## src/leeb_pkg.sv

```systemverilog
`timescale 1ns / 1ps
// ----------------------------------------------------------------------------
// leeb_pkg
// Shared constants and types for the line editor with echo.
// ----------------------------------------------------------------------------
package leeb_pkg;

    // control characters
    localparam logic [7:0] CH_CR = 8'h0D;
    localparam logic [7:0] CH_BS = 8'h08;
    localparam logic [7:0] CH_SP = 8'h20;

    // default line length
    localparam int LINE_CHARS_DEF = 32;

    // one byte pushed into the output queue
    typedef struct packed {
        logic       valid;
        logic [7:0] data;
        logic       last;
    } t_push;

    // output queue status seen by the sequencer
    typedef struct packed {
        logic [1:0] cnt;
        logic       pop;
    } t_fifo_stat;

endpackage

```

## src/leeb_line_ram.sv

```systemverilog
`timescale 1ns / 1ps
// ----------------------------------------------------------------------------
// leeb_line_ram
// Line store: one write port, one read port, registered read data.
// ----------------------------------------------------------------------------
module leeb_line_ram #(
    parameter int DEPTH = 32,
    localparam int AW = (DEPTH > 1) ? $clog2(DEPTH) : 1
) (
    input  logic          i_clk,
    input  logic          i_wr_en,
    input  logic [AW-1:0] i_wr_addr,
    input  logic [7:0]    i_wr_data,
    input  logic          i_rd_en,
    input  logic [AW-1:0] i_rd_addr,
    output logic [7:0]    o_rd_data
);

    logic [7:0] r_mem [DEPTH];
    logic [7:0] r_rd_data;

    // write port
    always_ff @(posedge i_clk) begin
        if (i_wr_en) begin
            r_mem[i_wr_addr] <= i_wr_data;
        end
    end

    // read port, registered read data
    always_ff @(posedge i_clk) begin
        if (i_rd_en) begin
            r_rd_data <= r_mem[i_rd_addr];
        end
    end

    assign o_rd_data = r_rd_data;

endmodule

```

## src/leeb_out_fifo.sv

```systemverilog
`timescale 1ns / 1ps
// ----------------------------------------------------------------------------
// leeb_out_fifo
// Two-entry output queue that decouples the sequencer from the receiver.
// ----------------------------------------------------------------------------
module leeb_out_fifo
    import leeb_pkg::*;
(
    input  logic       i_clk,
    input  logic       i_rst_n,
    input  t_push      i_push,
    output t_fifo_stat o_stat,
    output logic       o_valid,
    input  logic       i_stall,
    output logic [7:0] o_data,
    output logic       o_last
);

    logic [8:0] r_mem [2];
    logic       r_wp;
    logic       r_rp;
    logic [1:0] r_cnt;
    logic       pop;

    assign o_valid = (r_cnt != 2'd0);
    assign pop     = o_valid && !i_stall;
    assign o_data  = r_mem[r_rp][8:1];
    assign o_last  = r_mem[r_rp][0];

    assign o_stat.cnt = r_cnt;
    assign o_stat.pop = pop;

    // entry storage
    always_ff @(posedge i_clk) begin
        if (i_push.valid) begin
            r_mem[r_wp] <= {i_push.data, i_push.last};
        end
    end

    // pointers and occupancy
    always_ff @(posedge i_clk) begin
        if (!i_rst_n) begin
            r_wp  <= 1'b0;
            r_rp  <= 1'b0;
            r_cnt <= 2'd0;
        end else begin
            if (i_push.valid) begin
                r_wp <= ~r_wp;
            end
            if (pop) begin
                r_rp <= ~r_rp;
            end
            r_cnt <= r_cnt + {1'b0, i_push.valid} - {1'b0, pop};
        end
    end

    // checks
    a_no_overflow: assert property (@(posedge i_clk) disable iff (!i_rst_n)
        !(i_push.valid && r_cnt == 2'd2 && !pop))
        else $error("output queue overflow");
    a_cnt_range: assert property (@(posedge i_clk) disable iff (!i_rst_n)
        r_cnt != 2'd3)
        else $error("output queue count out of range");
    a_pop_moves: assert property (@(posedge i_clk) disable iff (!i_rst_n)
        pop && !i_push.valid |=> r_cnt == $past(r_cnt) - 2'd1)
        else $error("output queue count did not drop on a transaction");

endmodule

```

## src/leeb_seq.sv

```systemverilog
`timescale 1ns / 1ps
// ----------------------------------------------------------------------------
// leeb_seq
// Sequencer: decodes each received byte, updates the line store and fill
// count, and feeds echo and replay bytes into the output queue.
// ----------------------------------------------------------------------------
module leeb_seq
    import leeb_pkg::*;
#(
    parameter int LINE_CHARS = LINE_CHARS_DEF,
    localparam int AW = (LINE_CHARS > 1) ? $clog2(LINE_CHARS) : 1,
    localparam int CW = $clog2(LINE_CHARS + 1)
) (
    input  logic          i_clk,
    input  logic          i_rst_n,
    input  logic          i_rx_valid,
    output logic          o_rx_stall,
    input  logic [7:0]    i_rx_byte,
    input  t_fifo_stat    i_stat,
    output t_push         o_push,
    output logic          o_wr_en,
    output logic [AW-1:0] o_wr_addr,
    output logic [7:0]    o_wr_data,
    output logic          o_rd_en,
    output logic [AW-1:0] o_rd_addr,
    input  logic [7:0]    i_rd_data
);

    typedef enum logic [2:0] {
        S_IDLE,
        S_ECHO,
        S_CR_HEAD,
        S_REPLAY,
        S_CR_TAIL,
        S_BS1,
        S_BS2,
        S_BS3
    } t_state;

    localparam logic [CW-1:0] LC = CW'(LINE_CHARS);

    t_state        r_state, n_state;
    logic [CW-1:0] r_fill, n_fill;
    logic [CW-1:0] r_idx, n_idx;
    logic [7:0]    r_char, n_char;
    logic          r_pend;
    logic          accept;
    logic [2:0]    occ;
    logic          space;
    t_push         fsm_push;

    assign o_rx_stall = (r_state != S_IDLE);
    assign accept     = i_rx_valid && (r_state == S_IDLE);

    // queue entries committed or in flight after this cycle's pop
    assign occ   = {1'b0, i_stat.cnt} - {2'b0, i_stat.pop} + {2'b0, r_pend};
    assign space = (occ <= 3'd1);

    // store write happens only on acceptance; replay reads come later, so
    // the same entry is never written and read in overlapping cycles
    assign o_wr_addr = r_fill[AW-1:0];
    assign o_wr_data = i_rx_byte;
    assign o_rd_addr = r_idx[AW-1:0];

    // queue input: replay data from the store or a byte from the sequencer
    assign o_push.valid = r_pend || fsm_push.valid;
    assign o_push.data  = r_pend ? i_rd_data : fsm_push.data;
    assign o_push.last  = r_pend ? 1'b0 : fsm_push.last;

    // next state and datapath control
    always_comb begin
        n_state        = r_state;
        n_fill         = r_fill;
        n_idx          = r_idx;
        n_char         = r_char;
        o_wr_en        = 1'b0;
        o_rd_en        = 1'b0;
        fsm_push.valid = 1'b0;
        fsm_push.data  = CH_CR;
        fsm_push.last  = 1'b0;
        unique case (r_state)
            S_IDLE: begin
                if (accept) begin
                    n_char = i_rx_byte;
                    n_idx  = '0;
                    if (i_rx_byte == CH_CR) begin
                        n_state = S_CR_HEAD;
                    end else if (i_rx_byte == CH_BS) begin
                        n_state = S_BS1;
                    end else if (r_fill < LC) begin
                        o_wr_en = 1'b1;
                        n_fill  = r_fill + 1'b1;
                        n_state = S_ECHO;
                    end
                end
            end
            S_ECHO: begin
                if (space) begin
                    fsm_push.valid = 1'b1;
                    fsm_push.data  = r_char;
                    fsm_push.last  = 1'b1;
                    n_state        = S_IDLE;
                end
            end
            S_CR_HEAD: begin
                if (space) begin
                    fsm_push.valid = 1'b1;
                    n_state        = S_REPLAY;
                end
            end
            S_REPLAY: begin
                if (r_idx == r_fill) begin
                    n_state = S_CR_TAIL;
                end else if (space) begin
                    o_rd_en = 1'b1;
                    n_idx   = r_idx + 1'b1;
                end
            end
            S_CR_TAIL: begin
                if (space && !r_pend) begin
                    fsm_push.valid = 1'b1;
                    fsm_push.last  = 1'b1;
                    n_fill         = '0;
                    n_state        = S_IDLE;
                end
            end
            S_BS1: begin
                if (space) begin
                    fsm_push.valid = 1'b1;
                    fsm_push.data  = CH_BS;
                    n_state        = S_BS2;
                end
            end
            S_BS2: begin
                if (space) begin
                    fsm_push.valid = 1'b1;
                    fsm_push.data  = CH_SP;
                    n_state        = S_BS3;
                end
            end
            S_BS3: begin
                if (space) begin
                    fsm_push.valid = 1'b1;
                    fsm_push.data  = CH_BS;
                    fsm_push.last  = 1'b1;
                    if (r_fill != '0) begin
                        n_fill = r_fill - 1'b1;
                    end
                    n_state = S_IDLE;
                end
            end
            default: begin
                n_state = S_IDLE;
            end
        endcase
    end

    // state and registered control
    always_ff @(posedge i_clk) begin
        if (!i_rst_n) begin
            r_state <= S_IDLE;
            r_fill  <= '0;
            r_idx   <= '0;
            r_pend  <= 1'b0;
        end else begin
            r_state <= n_state;
            r_fill  <= n_fill;
            r_idx   <= n_idx;
            r_pend  <= o_rd_en;
        end
        r_char <= n_char;
    end

    // checks
    a_fill_range: assert property (@(posedge i_clk) disable iff (!i_rst_n)
        r_fill <= LC)
        else $error("fill count beyond line length");
    a_read_in_range: assert property (@(posedge i_clk) disable iff (!i_rst_n)
        o_rd_en |-> (r_state == S_REPLAY) && (r_idx < r_fill))
        else $error("store read outside the filled line");
    a_no_push_clash: assert property (@(posedge i_clk) disable iff (!i_rst_n)
        !(r_pend && fsm_push.valid))
        else $error("replay data and sequencer byte pushed together");
    a_tail_empties: assert property (@(posedge i_clk) disable iff (!i_rst_n)
        (r_state == S_CR_TAIL) && (n_state == S_IDLE) |=> r_fill == '0)
        else $error("line not emptied after carriage return");

endmodule

```

## src/line_edit_echo_buffer.sv

```systemverilog
`timescale 1ns / 1ps
// ----------------------------------------------------------------------------
// line_edit_echo_buffer
// Line editor with echo: stores received bytes, handles backspace and
// carriage return, and sends echo and replayed line bytes.
// ----------------------------------------------------------------------------
// Usage:
//   Input channel (i_rx_valid / o_rx_stall / i_rx_byte) carries one
//   received byte per transaction. Output channel (o_tx_valid / i_tx_stall /
//   o_tx_byte / o_last_of_run) carries one byte to transmit per
//   transaction; o_last_of_run marks the final byte caused by an input.
//   An ordinary byte is stored and echoed (dropped silently if the line is
//   full). Backspace sends 08 20 08 and steps the fill count back, never
//   below zero. Carriage return sends 0D, the stored line, 0D and empties it.
//   The sequencer registers the accepted input in its state and then pushes
//   the first result into the output queue. The block takes one input at a
//   time. The replay moves one stored byte per cycle while the output
//   queue has space, through the single read port of the line store, its
//   data landing in a two-entry output queue.
//   Reset clears the fill count, sequencer and output queue; the store itself
//   is not cleared. A receiver stall holds the queue head and pauses the
//   sequencer once the queue is full; o_rx_stall stays high until the
//   current input's results are all queued.
// ----------------------------------------------------------------------------
module line_edit_echo_buffer
    import leeb_pkg::*;
#(
    parameter int LINE_CHARS = LINE_CHARS_DEF
) (
    input  logic       i_clk,
    input  logic       i_rst_n,
    input  logic       i_rx_valid,
    output logic       o_rx_stall,
    input  logic [7:0] i_rx_byte,
    output logic       o_tx_valid,
    input  logic       i_tx_stall,
    output logic [7:0] o_tx_byte,
    output logic       o_last_of_run
);

    localparam int AW = (LINE_CHARS > 1) ? $clog2(LINE_CHARS) : 1;

    t_push         push;
    t_fifo_stat    stat;
    logic          wr_en;
    logic [AW-1:0] wr_addr;
    logic [7:0]    wr_data;
    logic          rd_en;
    logic [AW-1:0] rd_addr;
    logic [7:0]    rd_data;

    // sequencer
    leeb_seq #(
        .LINE_CHARS(LINE_CHARS)
    ) u_seq (
        .i_clk      (i_clk),
        .i_rst_n    (i_rst_n),
        .i_rx_valid (i_rx_valid),
        .o_rx_stall (o_rx_stall),
        .i_rx_byte  (i_rx_byte),
        .i_stat     (stat),
        .o_push     (push),
        .o_wr_en    (wr_en),
        .o_wr_addr  (wr_addr),
        .o_wr_data  (wr_data),
        .o_rd_en    (rd_en),
        .o_rd_addr  (rd_addr),
        .i_rd_data  (rd_data)
    );

    // line store
    leeb_line_ram #(
        .DEPTH(LINE_CHARS)
    ) u_ram (
        .i_clk     (i_clk),
        .i_wr_en   (wr_en),
        .i_wr_addr (wr_addr),
        .i_wr_data (wr_data),
        .i_rd_en   (rd_en),
        .i_rd_addr (rd_addr),
        .o_rd_data (rd_data)
    );

    // output queue
    leeb_out_fifo u_fifo (
        .i_clk   (i_clk),
        .i_rst_n (i_rst_n),
        .i_push  (push),
        .o_stat  (stat),
        .o_valid (o_tx_valid),
        .i_stall (i_tx_stall),
        .o_data  (o_tx_byte),
        .o_last  (o_last_of_run)
    );

endmodule
```

## config.mk

```make
export PLATFORM = sky130hd
export DESIGN_NAME = line_edit_echo_buffer
export DESIGN_NICKNAME = d
export VERILOG_FILES = /design/src/leeb_pkg.sv /design/src/leeb_line_ram.sv /design/src/leeb_out_fifo.sv /design/src/leeb_seq.sv /design/src/line_edit_echo_buffer.sv
export SDC_FILE = /design/constraint.sdc
export NUM_CORES = 1
export LEC_CHECK = 0
export ABC_AREA = 1
export BUFFER_PORTS_ARGS = -buffer_cell sky130_fd_sc_hd__buf_2
export CAP_MARGIN = 30
export CORE_ASPECT_RATIO = 1.1
export CORE_MARGIN = 2
export CORE_UTILIZATION = 48
export DETAILED_ROUTE_END_ITERATION = 12
export HOLD_SLACK_MARGIN = 0.06
export PLACE_DENSITY_LB_ADDON = 0.25
export SLEW_MARGIN = 40
export SYNTH_ARGS = -nofsm -noshare
export SYNTH_HDL_FRONTEND = slang
export SYNTH_HIERARCHICAL = 1
export SYNTH_SLANG_ARGS = --single-unit
```

## constraint.sdc

```tcl
create_clock -name i_clk -period 4.2 [get_ports i_clk]
set_input_delay 0.21 -clock i_clk [delete_from_list [all_inputs] [get_ports i_clk]]
set_output_delay 0.21 -clock i_clk [all_outputs]
set_load 0.03 [all_outputs]
```

==> run_results.csv <==
group,metric,value,unit
clock_network,cts.clk_slew.worst_paths,0.06,ns
timing,drv_slew,0,
final_layout,area_delta_synth_final,10.0,%
floorplan,die_area,29900,sq um
setup_path,worstSetupStartpointType,"flip-flop",
setup_path,cpMostUsedCell,"inv_1",
yosys,yosys_warnings,6,
yosys,avgSynthCellArea,10.7,sq um
clock_network,cts-resized-gates,0,
clock_network,numClockSinks,311,
power_and_ir_drop,seqPwrFrac,46.2,%
clock_network,cts_buffer_depth,3,
final_layout,nets,1316,
timing,fin_setup_tns,0,ns
detailed_routing,first_iter_violations,1035,
global_route,globalRouteOverflowTotal,0,
global_route,grt_pass1_wl,47.2,mm
floorplan,initial_utilization,49.1,%
detailed_routing,postRouteAntennaNets,0,
global_route,grt_pass1_vias,8523,
setup_path,critPathTopFamily,"adder cells",
power_and_ir_drop,p_int,5.86,mW
status,run_status,"finished, final reports clean",
clock_network,cts_tree,"yes",
timing,period_share,84.6,%
setup_path,cp.arrival,3.73,ns
final_layout,final_layout_size_suffix_gt1_share,10.3,%
final_layout,postLayoutCellArea,15100,sq um
final_layout,layout_commonest_cell,"nand2_1",
detailed_routing,dr.pass1.iters,5,
place,gp_congestion,0.844,
floorplan,die_width,165,microns
global_route,grt_max_degree,71,
timing,finClkSkew,0.0227,ns
yosys,synth_area,13700,sq um
power_and_ir_drop,switchingPower,2.31,mW
setup_path,critical_path_buf_inv_count,4,
flow_run,cap_violations,0,
power_and_ir_drop,power_density,542,nW/um^2
timing,slew_headroom,46.2,%
yosys,ys_ff_latch,311,
floorplan,core_area,27900,sq um
power_and_ir_drop,leakage,5.66,nW
timing,min_period,3.55,ns
setup_path,path_class,"flip-flop to flip-flop",
yosys,yosysSeqAreaShare,66.6,%
detailed_routing,drc,0,
timing,hold_violations,0,
setup_path,worst_path_max_delay_cell,"nor2_1",
yosys,synthesis.nets,1300,
detailed_routing,vias_per_cell,5.35,
floorplan,num_io_pins,23,
power_and_ir_drop,clock_power_share,35.0,%
global_route,grt_use_total,20.4,%
floorplan,rows,64,
clock_network,ctsRootBufferMaster,"clkbuf_16",
setup_path,critPathCaptureType,"flip-flop",
power_and_ir_drop,ir_drop,0.499,mV
power_and_ir_drop,comb_power_share,18.8,%
hold_path,hold_class,"input pin to flip-flop",
detailed_routing,wl,30.3,mm
setup_path,cp_slowest_stage_delay,0.54,ns
setup_path,cp_data_required_time,4.38,ns
clock_network,cts_inserted_buffers,30,
power_and_ir_drop,p_sw_share,28.3,%
final_layout,num_antenna_cells,0,
place,place_area,14000,sq um
detailed_routing,dr_total_vias,8989,
place,dp.cells,1621,
final_layout,fin_cells,1679,
yosys,synthDistinctLibCells,34,
timing,max_freq,282,MHz
place,hpwl,18.3,mm
timing,worstMarginPinSlew,0.807,ns
detailed_routing,wire_per_inst,18.0,microns
clock_network,htree_levels,1,
clock_network,post_cts_buffers,0,
setup_path,cp_max_fo,9,
yosys,syn_inst,1277,
timing,setup_viol,0,
clock_network,hold_buffers,2,
setup_path,cp_cell_sequence,"clkinv_1 -> ha_1 -> inv_1 -> ha_1 -> inv_1 -> fa_1 -> nand3_1 -> nor2_1 -> a31oi_1 -> o211ai_1 -> inv_1 -> nor2_1",
clock_network,worstSkewPairLatency,0.56,ns
global_route,grt_antenna_before_repair,0,
place,io_buffers,22,
floorplan,die_h,181,microns
final_layout,layout_common_cells,"437 x nand2_1, 290 x edfxtp_1, 225 x nand3_1",
final_layout,final_util,54.0,%
timing,rsz0062_at_grt,"no",
layer usage:
layer,vias up,track usage [%],share of wire [%]
met3,42,2.13,5.1
met2,273,33.5,48
met4,0,4.87,2.2
met5,-,0,0
met1,4291,29.3,44
li1,4383,-,-
synthesized netlist by cell type, drive strengths merged:
| cell | instances | area share (%) |
|---|---|---|
| a32o | 4 | 0.29 |
| dfxtp | 21 | 3.1 |
| o22ai | 2 | 0.091 |
| a21oi | 19 | 0.72 |
| nand2 | 439 | 12 |
| ha | 9 | 0.82 |
| xnor2 | 3 | 0.19 |
| o21ai | 11 | 0.40 |
| nor3 | 1 | 0.036 |
| nand4 | 6 | 0.27 |
| o21bai | 1 | 0.055 |
| nor2 | 92 | 2.6 |
| a31oi | 3 | 0.14 |
| edfxtp | 290 | 63 |
| xor2 | 2 | 0.13 |
| o311ai | 1 | 0.064 |
| clkinv | 1 | 0.027 |
| o211ai | 1 | 0.055 |
| nand3 | 226 | 8.3 |
| clkbuf | 7 | 0.19 |
| mux2 | 9 | 0.99 |
| buf | 69 | 4.1 |
| inv | 58 | 1.6 |
| fa | 2 | 0.29 |
worst reg2reg max path, stage by stage, from the launching register on:
cell	delay, ns
dfxtp_1	0.46
clkinv_1	0.29
ha_1	0.35
inv_1	0.06
ha_1	0.13
inv_1	0.05
fa_1	0.53
nand3_1	0.10
nor2_1	0.33
a31oi_1	0.10
o211ai_1	0.18
inv_1	0.07
nor2_1	0.54
sequential cells by signal, summed over array words and instances, names as in the netlist, named ones only:
| register | cells |
|---|---|
| u_seq/r_state | 3 |
| u_ram/r_mem | 256 |
| u_fifo/r_cnt | 2 |
| u_seq/r_idx | 6 |
| u_ram/o_rd_data | 8 |
| u_seq/r_char | 8 |
| u_fifo/r_wp | 1 |
| u_fifo/r_rp | 1 |
| u_seq/r_pend | 1 |
| u_seq/r_fill | 6 |
| u_fifo/r_mem | 18 |
power by group through the flow:
stage	combinational (mW)	sequential (mW)	clock, mW
2_1_floorplan	1.23	3.77	0
3_3_place_gp	1.50	3.83	0
3_5_place_dp	1.53	3.84	0
4_1_cts	1.54	3.78	2.92
5_1_grt	1.74	3.80	3.03
6_report	1.54	3.77	2.86
area by class of cell:
class,count,area [sq um]
Fill cell,2353,12900
Sequential cell,311,9130
Multi-Input combinational cell,831,3770
Clock buffer,32,758
Tap cell,363,454
Timing Repair Buffer,60,433
Clock inverter,23,310
Inverter,59,225
cells by family after synthesis:
logic type               count (synthesis)  share of synthesized area, %
AO/OA/AOI/OAI                           42                          1.82
XOR/XNOR                                 5                         0.319
adder cells (fa/ha/maj)                 11                          1.11
buffers and inverters                  135                          5.91
flip-flops                             311                          66.6
multiplexers                             9                         0.985
AND/OR/NAND/NOR                        764                          23.3
through the flow:
step	setup WS (ns)	hold WS, ns	power (mW)
4_1_cts	0.604	0.201	8.23
6_report	0.648	0.0934	8.17
3_5_place_dp	0.618	0.495	5.37
5_1_grt	0.292	0.100	8.56
3_3_place_gp	0.749	0.490	5.34
2_1_floorplan	0.960	0.303	5.01
final timing paths:
kind	startpoint	endpoint	slack [ns]	cells after the start
min reg2reg	u_fifo/r_wp	u_fifo/r_wp	0.51	2
min	i_rx_byte[3]	u_seq/r_char[3]	0.09	1
max	u_seq/r_pend	u_fifo/r_mem[0][2]	0.65	12
max reg2reg	u_seq/r_pend	u_fifo/r_mem[0][2]	0.65	12
Note: power is estimated with default switching activity, not from simulation.
